$ cat config.mk
export PLATFORM = sky130hd
export DESIGN_NAME = utf8_encoder_byte_budget_truncate_unit
export DESIGN_NICKNAME = d
export VERILOG_FILES = /design/src/rtl/core/u8bb_pkg.sv /design/src/rtl/core/utf8_encoder_byte_budget_truncate_unit.sv /design/src/rtl/core/u8bb_encode.sv
export SDC_FILE = /design/constraint.sdc
export NUM_CORES = 1
export LEC_CHECK = 0
export BUFFER_PORTS_ARGS = -buffer_cell sky130_fd_sc_hd__buf_2
export CORE_MARGIN = 2
export CORE_UTILIZATION = 30
export DETAILED_ROUTE_END_ITERATION = 8
export GPL_TIMING_DRIVEN = 0
export HOLD_SLACK_MARGIN = 0.05
export PLACE_DENSITY = 0.61
export RECOVER_POWER = 100
export SYNTH_ARGS = -nofsm -noshare
export SYNTH_HDL_FRONTEND = slang
export SYNTH_SLANG_ARGS = --single-unit
$ cat constraint.sdc
create_clock -name clk -period 6.7 [get_ports clk]
set_input_delay 1.34 -clock clk [delete_from_list [all_inputs] [get_ports clk]]
set_output_delay 1.34 -clock clk [all_outputs]
set_load 0.03 [all_outputs]
$ cat src/rtl/core/u8bb_pkg.sv
// Shared types and constants of the UTF-8 byte-budget encoder.
`timescale 1ns / 1ps
`default_nettype none
package u8bb_pkg;

  localparam int unsigned CP_W     = 21;
  localparam int unsigned BUDGET_W = 16;
  localparam int unsigned COUNT_W  = 17;

  localparam logic [BUDGET_W-1:0] BUDGET_RESET = 16'd32;
  localparam logic [7:0]          DOT_BYTE     = 8'h2E;
  localparam logic [7:0]          SPACE_BYTE   = 8'h20;

  // Register index of the byte budget on the configuration port.
  localparam logic REG_BYTE_BUDGET = 1'b0;

  // Bytes caused by one accepted item: up to three, with a count.
  typedef struct packed {
    logic [2:0][7:0] bytes;
    logic [1:0]      n;
    logic            trunc;
  } grp_t;

endpackage
`default_nettype wire

$ cat src/rtl/core/utf8_encoder_byte_budget_truncate_unit.sv
// Top level of the UTF-8 encoder with byte budget and ellipsis truncation.
`timescale 1ns / 1ps
`default_nettype none
// The unit takes one code point per input transfer and sends its UTF-8
// encoding one byte per output transfer. The running byte count and the
// stopped flag are updated in the cycle an item is accepted, and the bytes
// that item causes are placed as one group in a two-entry queue. The output
// side drains the head group one byte per cycle while out_tready is high, so
// an item sends as many bytes as it has: one for ASCII, two or three for wider
// code points and three for the "..." ellipsis, while spaces, ignored code
// points and items after a stop are accepted and send nothing. The output
// byte port is the only limit on rate; a new item is accepted in every cycle
// in which the queue has a free entry, also while earlier bytes still wait.
// The byte budget is written through the APB-style port at any address with
// paddr[2] clear and should only be changed while no bytes are outstanding.
module utf8_encoder_byte_budget_truncate_unit (
  input  wire logic        clk,
  input  wire logic        rst_n,
  // Input stream
  input  wire logic        in_tvalid,
  output logic             in_tready,
  input  wire logic [23:0] in_tdata,   // [20:0] code_point, [23:21] zero
  input  wire logic [0:0]  in_tuser,   // [0] first_of_string
  // Output stream
  output logic             out_tvalid,
  input  wire logic        out_tready,
  output logic [7:0]       out_tdata,  // [7:0] out_byte
  output logic             out_tlast,  // last byte caused by one item
  output logic [0:0]       out_tuser,  // [0] truncated
  // Configuration port
  input  wire logic        psel,
  input  wire logic        penable,
  input  wire logic        pwrite,
  input  wire logic [2:0]  paddr,
  input  wire logic [31:0] pwdata,
  output logic [31:0]      prdata,
  output logic             pready
);
  import u8bb_pkg::*;

  // Configuration register.
  logic [BUDGET_W-1:0] budget_r;
  logic                cfg_wr;

  assign pready = 1'b1;
  assign cfg_wr = psel && penable && pwrite && pready && (paddr[2] == REG_BYTE_BUDGET);
  assign prdata = (paddr[2] == REG_BYTE_BUDGET) ? {16'd0, budget_r} : 32'd0;

  always_ff @(posedge clk) begin
    if (!rst_n) begin
      budget_r <= BUDGET_RESET;
    end else if (cfg_wr) begin
      budget_r <= pwdata[BUDGET_W-1:0];
    end
  end

  // Encoder state.
  logic [COUNT_W-1:0] used_r;
  logic [COUNT_W-1:0] used_nxt;
  logic               stopped_r;
  logic               stopped_nxt;
  grp_t               enc_grp;
  logic               in_acc;

  u8bb_encode u_encode (
    .code_point      (in_tdata[CP_W-1:0]),
    .first_of_string (in_tuser[0]),
    .byte_budget     (budget_r),
    .bytes_used      (used_r),
    .stopped         (stopped_r),
    .grp             (enc_grp),
    .bytes_used_nxt  (used_nxt),
    .stopped_nxt     (stopped_nxt)
  );

  assign in_acc = in_tvalid && in_tready;

  always_ff @(posedge clk) begin
    if (!rst_n) begin
      used_r    <= '0;
      stopped_r <= 1'b0;
    end else if (in_acc) begin
      used_r    <= used_nxt;
      stopped_r <= stopped_nxt;
    end
  end

  // Two-entry queue of byte groups and the byte index within the head group.
  grp_t       q_r [2];
  logic       wr_ptr_r;
  logic       rd_ptr_r;
  logic [1:0] cnt_r;
  logic [1:0] idx_r;
  logic       push;
  logic       pop;
  logic       out_acc;
  grp_t       head;
  logic       head_last;

  assign head      = q_r[rd_ptr_r];
  assign head_last = (idx_r == (head.n - 2'd1));
  assign push      = in_acc && (enc_grp.n != 2'd0);
  assign out_acc   = out_tvalid && out_tready;
  assign pop       = out_acc && head_last;
  assign in_tready = (cnt_r != 2'd2);

  assign out_tvalid   = (cnt_r != 2'd0);
  assign out_tdata    = head.bytes[idx_r];
  assign out_tlast    = head_last;
  assign out_tuser[0] = head.trunc;

  always_ff @(posedge clk) begin
    if (push) begin
      q_r[wr_ptr_r] <= enc_grp;
    end
  end

  always_ff @(posedge clk) begin
    if (!rst_n) begin
      wr_ptr_r <= 1'b0;
      rd_ptr_r <= 1'b0;
      cnt_r    <= '0;
      idx_r    <= '0;
    end else begin
      if (push) begin
        wr_ptr_r <= ~wr_ptr_r;
      end
      if (pop) begin
        rd_ptr_r <= ~rd_ptr_r;
        idx_r    <= '0;
      end else if (out_acc) begin
        idx_r <= idx_r + 2'd1;
      end
      cnt_r <= cnt_r + {1'b0, push} - {1'b0, pop};
    end
  end

  // The queue never holds more than its two entries.
  assert property (@(posedge clk) disable iff (!rst_n) cnt_r != 2'd3)
    else $error("byte group queue overfilled");

  // A group waiting at the head always has at least one byte to send.
  assert property (@(posedge clk) disable iff (!rst_n) out_tvalid |-> head.n != 2'd0)
    else $error("empty byte group at queue head");

  // The byte index stays inside the head group.
  assert property (@(posedge clk) disable iff (!rst_n) out_tvalid |-> idx_r < head.n)
    else $error("byte index beyond head group");

  // Queuing an ellipsis always leaves the stream stopped.
  assert property (@(posedge clk) disable iff (!rst_n) (push && enc_grp.trunc) |=> stopped_r)
    else $error("ellipsis sent without stopping the stream");

endmodule
`default_nettype wire

$ cat src/rtl/core/u8bb_encode.sv
// Combinational encode step: cost, budget check, byte forming and next state.
`timescale 1ns / 1ps
`default_nettype none
module u8bb_encode (
  input  wire logic [u8bb_pkg::CP_W-1:0]     code_point,
  input  wire logic                          first_of_string,
  input  wire logic [u8bb_pkg::BUDGET_W-1:0] byte_budget,
  input  wire logic [u8bb_pkg::COUNT_W-1:0]  bytes_used,
  input  wire logic                          stopped,
  output u8bb_pkg::grp_t                     grp,
  output logic      [u8bb_pkg::COUNT_W-1:0]  bytes_used_nxt,
  output logic                               stopped_nxt
);
  import u8bb_pkg::*;

  logic [COUNT_W-1:0] base;
  logic               st;
  logic [1:0]         cost;
  logic [COUNT_W-1:0] total;
  logic               over;

  always_comb begin
    base = first_of_string ? '0 : bytes_used;
    st   = first_of_string ? 1'b0 : stopped;

    if (code_point <= 21'h7F) begin
      cost = 2'd1;
    end else if (code_point <= 21'h7FF) begin
      cost = 2'd2;
    end else if (code_point <= 21'hFFFF) begin
      cost = 2'd3;
    end else begin
      cost = 2'd0;
    end

    total = base + COUNT_W'(cost);
    over  = total > COUNT_W'(byte_budget);

    grp            = '0;
    bytes_used_nxt = base;
    stopped_nxt    = st;

    if (!st) begin
      if (code_point == '0) begin
        stopped_nxt = 1'b1;
      end else if (cost != 2'd0) begin
        bytes_used_nxt = total;
        if (over) begin
          grp.bytes   = {DOT_BYTE, DOT_BYTE, DOT_BYTE};
          grp.n       = 2'd3;
          grp.trunc   = 1'b1;
          stopped_nxt = 1'b1;
        end else begin
          case (cost)
            2'd1: begin
              grp.bytes[0] = code_point[7:0];
              grp.n        = (code_point[7:0] == SPACE_BYTE) ? 2'd0 : 2'd1;
            end
            2'd2: begin
              grp.bytes[0] = {3'b110, code_point[10:6]};
              grp.bytes[1] = {2'b10, code_point[5:0]};
              grp.n        = 2'd2;
            end
            default: begin
              grp.bytes[0] = {4'b1110, code_point[15:12]};
              grp.bytes[1] = {2'b10, code_point[11:6]};
              grp.bytes[2] = {2'b10, code_point[5:0]};
              grp.n        = 2'd3;
            end
          endcase
        end
      end
    end
  end

endmodule
`default_nettype wire
Word level (Yosys, flattened, before mapping)
Memories as Yosys holds them, arrays and structs flattened. A register that Yosys moved wholly into a read port is not among the register bits.
Index checks and enable logic that the tools add are counted.

operators by class
  $add $sub $neg = 5
  magnitude comparators = 5
  eq/ne operators = 5
  multiplexer cells = 27
  bitwise operators = 4
  reductions and logical operators = 13

operator list
  kind                                                   count
  two-way mux 27 bit                                     3
  two-way mux 17 bit                                     4
  two-way mux 26 bit                                     1
  <= comparator 21 x 11 -> 1 bit, second input constant  1
  <= comparator 21 x 16 -> 1 bit, second input constant  1
  <= comparator 21 x 7 -> 1 bit, second input constant   1
  logical NOT 21 bit                                     1
  one-hot mux 10 bit (2 select lines)                    1
  adder 17 x 2 -> 17 bit                                 1
  greater-than comparator 17 x 16 -> 1 bit               1
  binary-select mux 8 bit (select 2 bit)                 1
  two-way mux 16 bit                                     1
  two-way mux 8 bit                                      2
  one-hot mux 8 bit (2 select lines)                     1
  two-way mux 1 bit                                      10
  equality test 8 x 6 -> 1 bit, second input constant    1
  logical AND 1 bit                                      7
  two-way mux 2 bit                                      3
  nonzero test 2 bit                                     3
  NOT 1 bit                                              4
  OR reduction 2 bit                                     2
  < comparator 2 x 3 -> 1 bit, second input constant     1
  adder 2 x 1 -> 2 bit                                   1
  adder 2 x 1 -> 2 bit, second input constant            1
  other kinds (6)                                        6

word-level totals
  register bits = 40
  bits in writable memories = 54
  bits of input ports = 67
  output and inout bits = 45
  logic and storage cells = 67
  memories kept = 1

memory list
  name  depth  width  read ports  clocked after Yosys merged registers in  wr ports  line                                          text
  q_r   2      27     1           1                                        1         utf8_encoder_byte_budget_truncate_unit.sv:89  grp_t q_r [2];

Depth between registers and ports, before layout
  depth after elaboration = 15
  depth in mapped cells = 26

Hierarchy
Synthesis repeated with hierarchy kept, for this count alone.

second synthesis, totals
  cells, all modules = 592
  area total of the unflattened synthesis = 5571.6 sq um

modules (own cells, without submodules)
  module                                  instances  cells each  area an instance (sq um)  seq. area each (sq um)
  utf8_encoder_byte_budget_truncate_unit  1          323         3853.7                    2442.3
  u8bb_encode                             1          269         1717.9                    0.0

Worst setup path after synthesis
OpenSTA, ideal clock, no wires.

  kind = input port to flip-flop
  start point = input in_tdata[10]
  end point = memory q_r[0][0] (netlist name), enable pin
  library setup time = 380 ps
  arrival = 5607 ps
  data required time = 6320 ps
  path slack = 713 ps
  stages on the path = 19
  buffers on the path = 0
  cells stage by stage = nor3_1 -> nand2b_1 -> a21oi_1 -> ha_1 -> inv_1 -> fa_1 -> and4b_1 -> and2_1 -> nand3_1 -> or2_2 -> xor2_1 -> nor2_1 -> ha_1 -> nand4_1 -> or2_2 -> o211ai_1 -> a211oi_2 -> or3_1 -> inv_1

between the ends
  longest elaborated chain between the ends = 14
  elaborated cells on any way between the ends = 21
  classes of those cells = 1 x add/sub; 4 x order compare; 2 x eq/ne; 10 x mux; 4 x reduce/logical

RTL lines
  element                                                                                                 line                                           text
  from (decl)                                                                                             utf8_encoder_byte_budget_truncate_unit.sv:22   input wire logic [23:0] in_tdata,
  <= comparator 21 x 16 -> 1 bit                                                                          u8bb_encode.sv:30                              end else if (code_point <= 21'hFFFF) begin
  two-way mux 2 bit                                                                                       u8bb_encode.sv:30
  two-way mux 2 bit                                                                                       u8bb_encode.sv:28                              end else if (code_point <= 21'h7FF) begin
  two-way mux 2 bit                                                                                       u8bb_encode.sv:26                              if (code_point <= 21'h7F) begin
  adder 17 x 2 -> 17 bit, or another cell as far along                                                    u8bb_encode.sv:36                              total = base + COUNT_W'(cost);
  greater-than comparator 17 x 16 -> 1 bit / one-hot mux 10 bit (2 select lines) (equally long branches)  u8bb_encode.sv:37, u8bb_encode.sv:54
  two-way mux 26 bit                                                                                      u8bb_encode.sv:48                              if (over) begin
  two-way mux 27 bit                                                                                      u8bb_encode.sv:46                              end else if (cost != 2'd0) begin
  two-way mux 27 bit *                                                                                    u8bb_encode.sv:44                              if (code_point == '0) begin
  two-way mux 27 bit *                                                                                    u8bb_encode.sv:43                              if (!st) begin
  nonzero test 2 bit *                                                                                    utf8_encoder_byte_budget_truncate_unit.sv:102  assign push = in_acc && (enc_grp.n != 2'd0);
  logical AND 1 bit *                                                                                     utf8_encoder_byte_budget_truncate_unit.sv:102
  two-way mux 1 bit *                                                                                     utf8_encoder_byte_budget_truncate_unit.sv:113  if (push) begin
  two-way mux 1 bit (not written as such) *                                                               utf8_encoder_byte_budget_truncate_unit.sv:114  q_r[wr_ptr_r] <= enc_grp;
  to (decl)                                                                                               utf8_encoder_byte_budget_truncate_unit.sv:89

Every way passes the cells marked *; elsewhere a longest branch is shown, timed or not.

Worst setup path in the final report
  start point = input in_tdata[10]
  end point = memory q_r[0][22] (netlist name), enable pin

The elaborated chain is that of the path after synthesis.

==> impl_metrics.json <==
{
  "peakVddDrop_mv": 0.1178,
  "clock-sinks": 91,
  "powerDensity_nw_per_um2": 195.2,
  "finalWirelength_um": 12470,
  "worstPathArrival_ps": 6250,
  "status": "complete, no violations",
  "gr-usage-all-layers": 0.1420,
  "final_common_cell": "nand2_1",
  "diodes": 0,
  "core_sq_um": 16640,
  "wl_per_cell_um": 14.36,
  "fin_skew_ps": 8.793,
  "rr_endpoint": "q_r[0][22]",
  "drt_iter0_drc": 288,
  "synthArstFlopShare": 0,
  "die-area_sq_um": 18140,
  "firstDrtPassIters": 5,
  "antenna_found_initial": 0,
  "synth_top_area_frac": 0.2931,
  "dominantRegCellSynth": "edfxtp_1",
  "ctsRootBufferMaster": "clkbuf_16",
  "syn_area_sq_um": 5122,
  "clk_pin_slew_worst_paths_ps": 70,
  "dieHeight_um": 134.7,
  "total_power_mw": 1.186,
  "gr-total-overflow": 0,
  "remaining_drc_errors": 0,
  "final_cell_mix": "nand2_1 (63), a21oi_1 (62), nor2_1 (55)",
  "pin_count": 112,
  "cts_buffers": 9,
  "worstMarginPinSlew_ps": 956.0,
  "yosysSeqAreaShare": 0.4533,
  "cp.required_ps": 6680,
  "drv_cap": 0,
  "cts_max_path_buffers": 2,
  "timing.fmax_mhz": 159.6,
  "drt-vias-per-instance": 4.794,
  "drv_slew": 0,
  "port_buffers": 72,
  "synth_top_cell_by_area": "edfxtp_1",
  "instances_no_fill": 868,
  "holdPathEnd": "budget_r[3]",
  "grt_pass1_wl_um": 20070,
  "ant_nets": 0,
  "drive_above_1_share": 0.1744,
  "min_period_over_period": 0.9349,
  "ctsHoldBuffers": 0,
  "syn_area_per_cell_sq_um": 9.434,
  "htree_levels": 3,
  "num_rows": 47,
  "hold_path_depth": 2,
  "ys_types": 62,
  "relSlewSlack": 0.3568,
  "syn-instance-count": 543,
  "r2r_start": "used_r[0]",
  "start_util": 0.3078,
  "reg2regPathDepth": 17,
  "hold_class": "reg -> reg",
  "r2r_slack_ps": 1860,
  "setup_violations": 0,
  "yosys-top-cells-area": "edfxtp_1 (29%), dfxtp_1 (16%), a21oi_1 (5.9%), ha_1 (4.9%), nand2_1 (4.7%)",
  "grt_pass1_vias": 3905,
  "final.min_clock_period_ps": 6264,
  "critPathLaunchType": "primary input",
  "cp_max_fo": 25,
  "p_leak_nw": 2.278,
  "gp_congestion": 0.8707,
  "synth_edf_count": 50,
  "clk_latency_ps": 350,
  "cts_tree": "built",
  "hold_viol": 0,
  "vias": 4161,
  "area_delta_synth_final_pct": 18.64,
  "min-delay-start": "budget_r[3]",
  "path_class": "in -> reg",
  "ys_warn_count": 0,
  "end_kind": "flip-flop",
  "dp.cells": 850,
  "grt_start_max_net_pins": 26,
  "dp_hpwl_um": 9255,
  "die_w_um": 134.7,
  "num-nets-final": 732,
  "ys_ff_latch": 91
}
## final cells by class
type                            count  area, sq um
Clock inverter                      5        62.56
Sequential cell                    91         2322
Tap cell                          220        275.3
Clock buffer                       10        229.0
Timing Repair Buffer               75        346.6
Inverter                           35        135.1
Buffer                             37        205.2
Multi-Input combinational cell    395         2501
Fill cell                        1731        10570
## metrics by stage
step	hold WS (ps)	setup WS (ps)	setup TNS (ps)	utilization	area [sq um]
after floorplan	417.3	712.9	0	-	5179
after global placement	430.3	-487.8	-22950	0.3494	5814
after detailed placement	442.7	-504.6	-24550	0.3494	5814
after CTS	455.7	185.4	0	0.3672	6111
after global routing	470.8	-37.43	-283.0	0.3652	6077
final	455.3	435.9	0	0.3652	6077
## critical path, cell delays in order
cell and delay, ps:
buf_2 130, nor3_1 310, nand2b_1 160, a21oi_1 240, ha_1 210, inv_1 50, fa_1 470, and4b_1 310
and2_1 240, nand3_1 180, or2_2 340, xor2_1 140, nor2_1 80, ha_1 310, nand4_1 100, or2_2 280
o211ai_1 360, a211oi_2 150, or3_1 390, clkinvlp_4 450
## layer usage
metal / vias to the layer above / share of wire / wire length (um) / track usage
li1: 2091 / - / - / -
met1: 1902 / 0.47 / 5834 / 0.1862
met2: 152 / 0.46 / 5750 / 0.2338
met3: 16 / 0.059 / 741 / 0.03116
met4: 0 / 0.011 / 141 / 0.04444
met5: - / 0 / 0 / 0
## how the worst max path moves through the flow
| stage | start | to | slack [ps] | cells after the start |
|---|---|---|---|---|
| after floorplan | in_tdata[10] | q_r[0][0] | 710 | 19 |
| after global placement | in_tdata[10] | q_r[1][26] | -490 | 20 |
| after detailed placement | in_tdata[10] | q_r[1][22] | -500 | 20 |
| after CTS | in_tdata[10] | q_r[0][19] | 190 | 19 |
| after global routing | in_tdata[10] | cnt_r[1] | -40 | 26 |
| final | in_tdata[10] | q_r[0][22] | 440 | 20 |
## state kept, by name, summed over array words and instances (netlist names), named ones only
register   count
q_r           50
used_r        17
budget_r      16
cnt_r          2
idx_r          2
rd_ptr_r       1
stopped_r      1
wr_ptr_r       1
## kinds of logic after synthesis
family | Yosys count | synth area share
AOI/OAI and AO/OA | 112 | 0.1331
xor gates and xnor gates | 16 | 0.02736
adders and majority gates | 21 | 0.05276
buffers and inverters | 72 | 0.06668
DFF | 91 | 0.4533
muxes | 19 | 0.05471
other | 2 | 0.001466
and+or+nand+nor | 210 | 0.2106
## report_power, final
part	internal [mW]	switching (mW)
Sequential	0.587	0.00160
Combinational	0.0311	0.0596
Clock	0.290	0.217
## synth_stat cells, drive strengths merged, types with 6 or more instances
cell     n
edfxtp  50
nor2b   10
nand2   64
dfxtp   41
o21ai   14
mux2i   10
xnor2   10
inv     35
clkbuf  13
nand2b   7
mux4     7
buf     24
xor2     6
a21oi   65
o22ai    8
nor3    11
ha      20
nor2    57
nand3   18
## what timing repair did
item,CTS,global route
gates resized for setup,2,3
pin swaps,0,1
buffers inserted,0,3
setup endpoints to repair,50,52
Power figures use the tool's default switching activity.
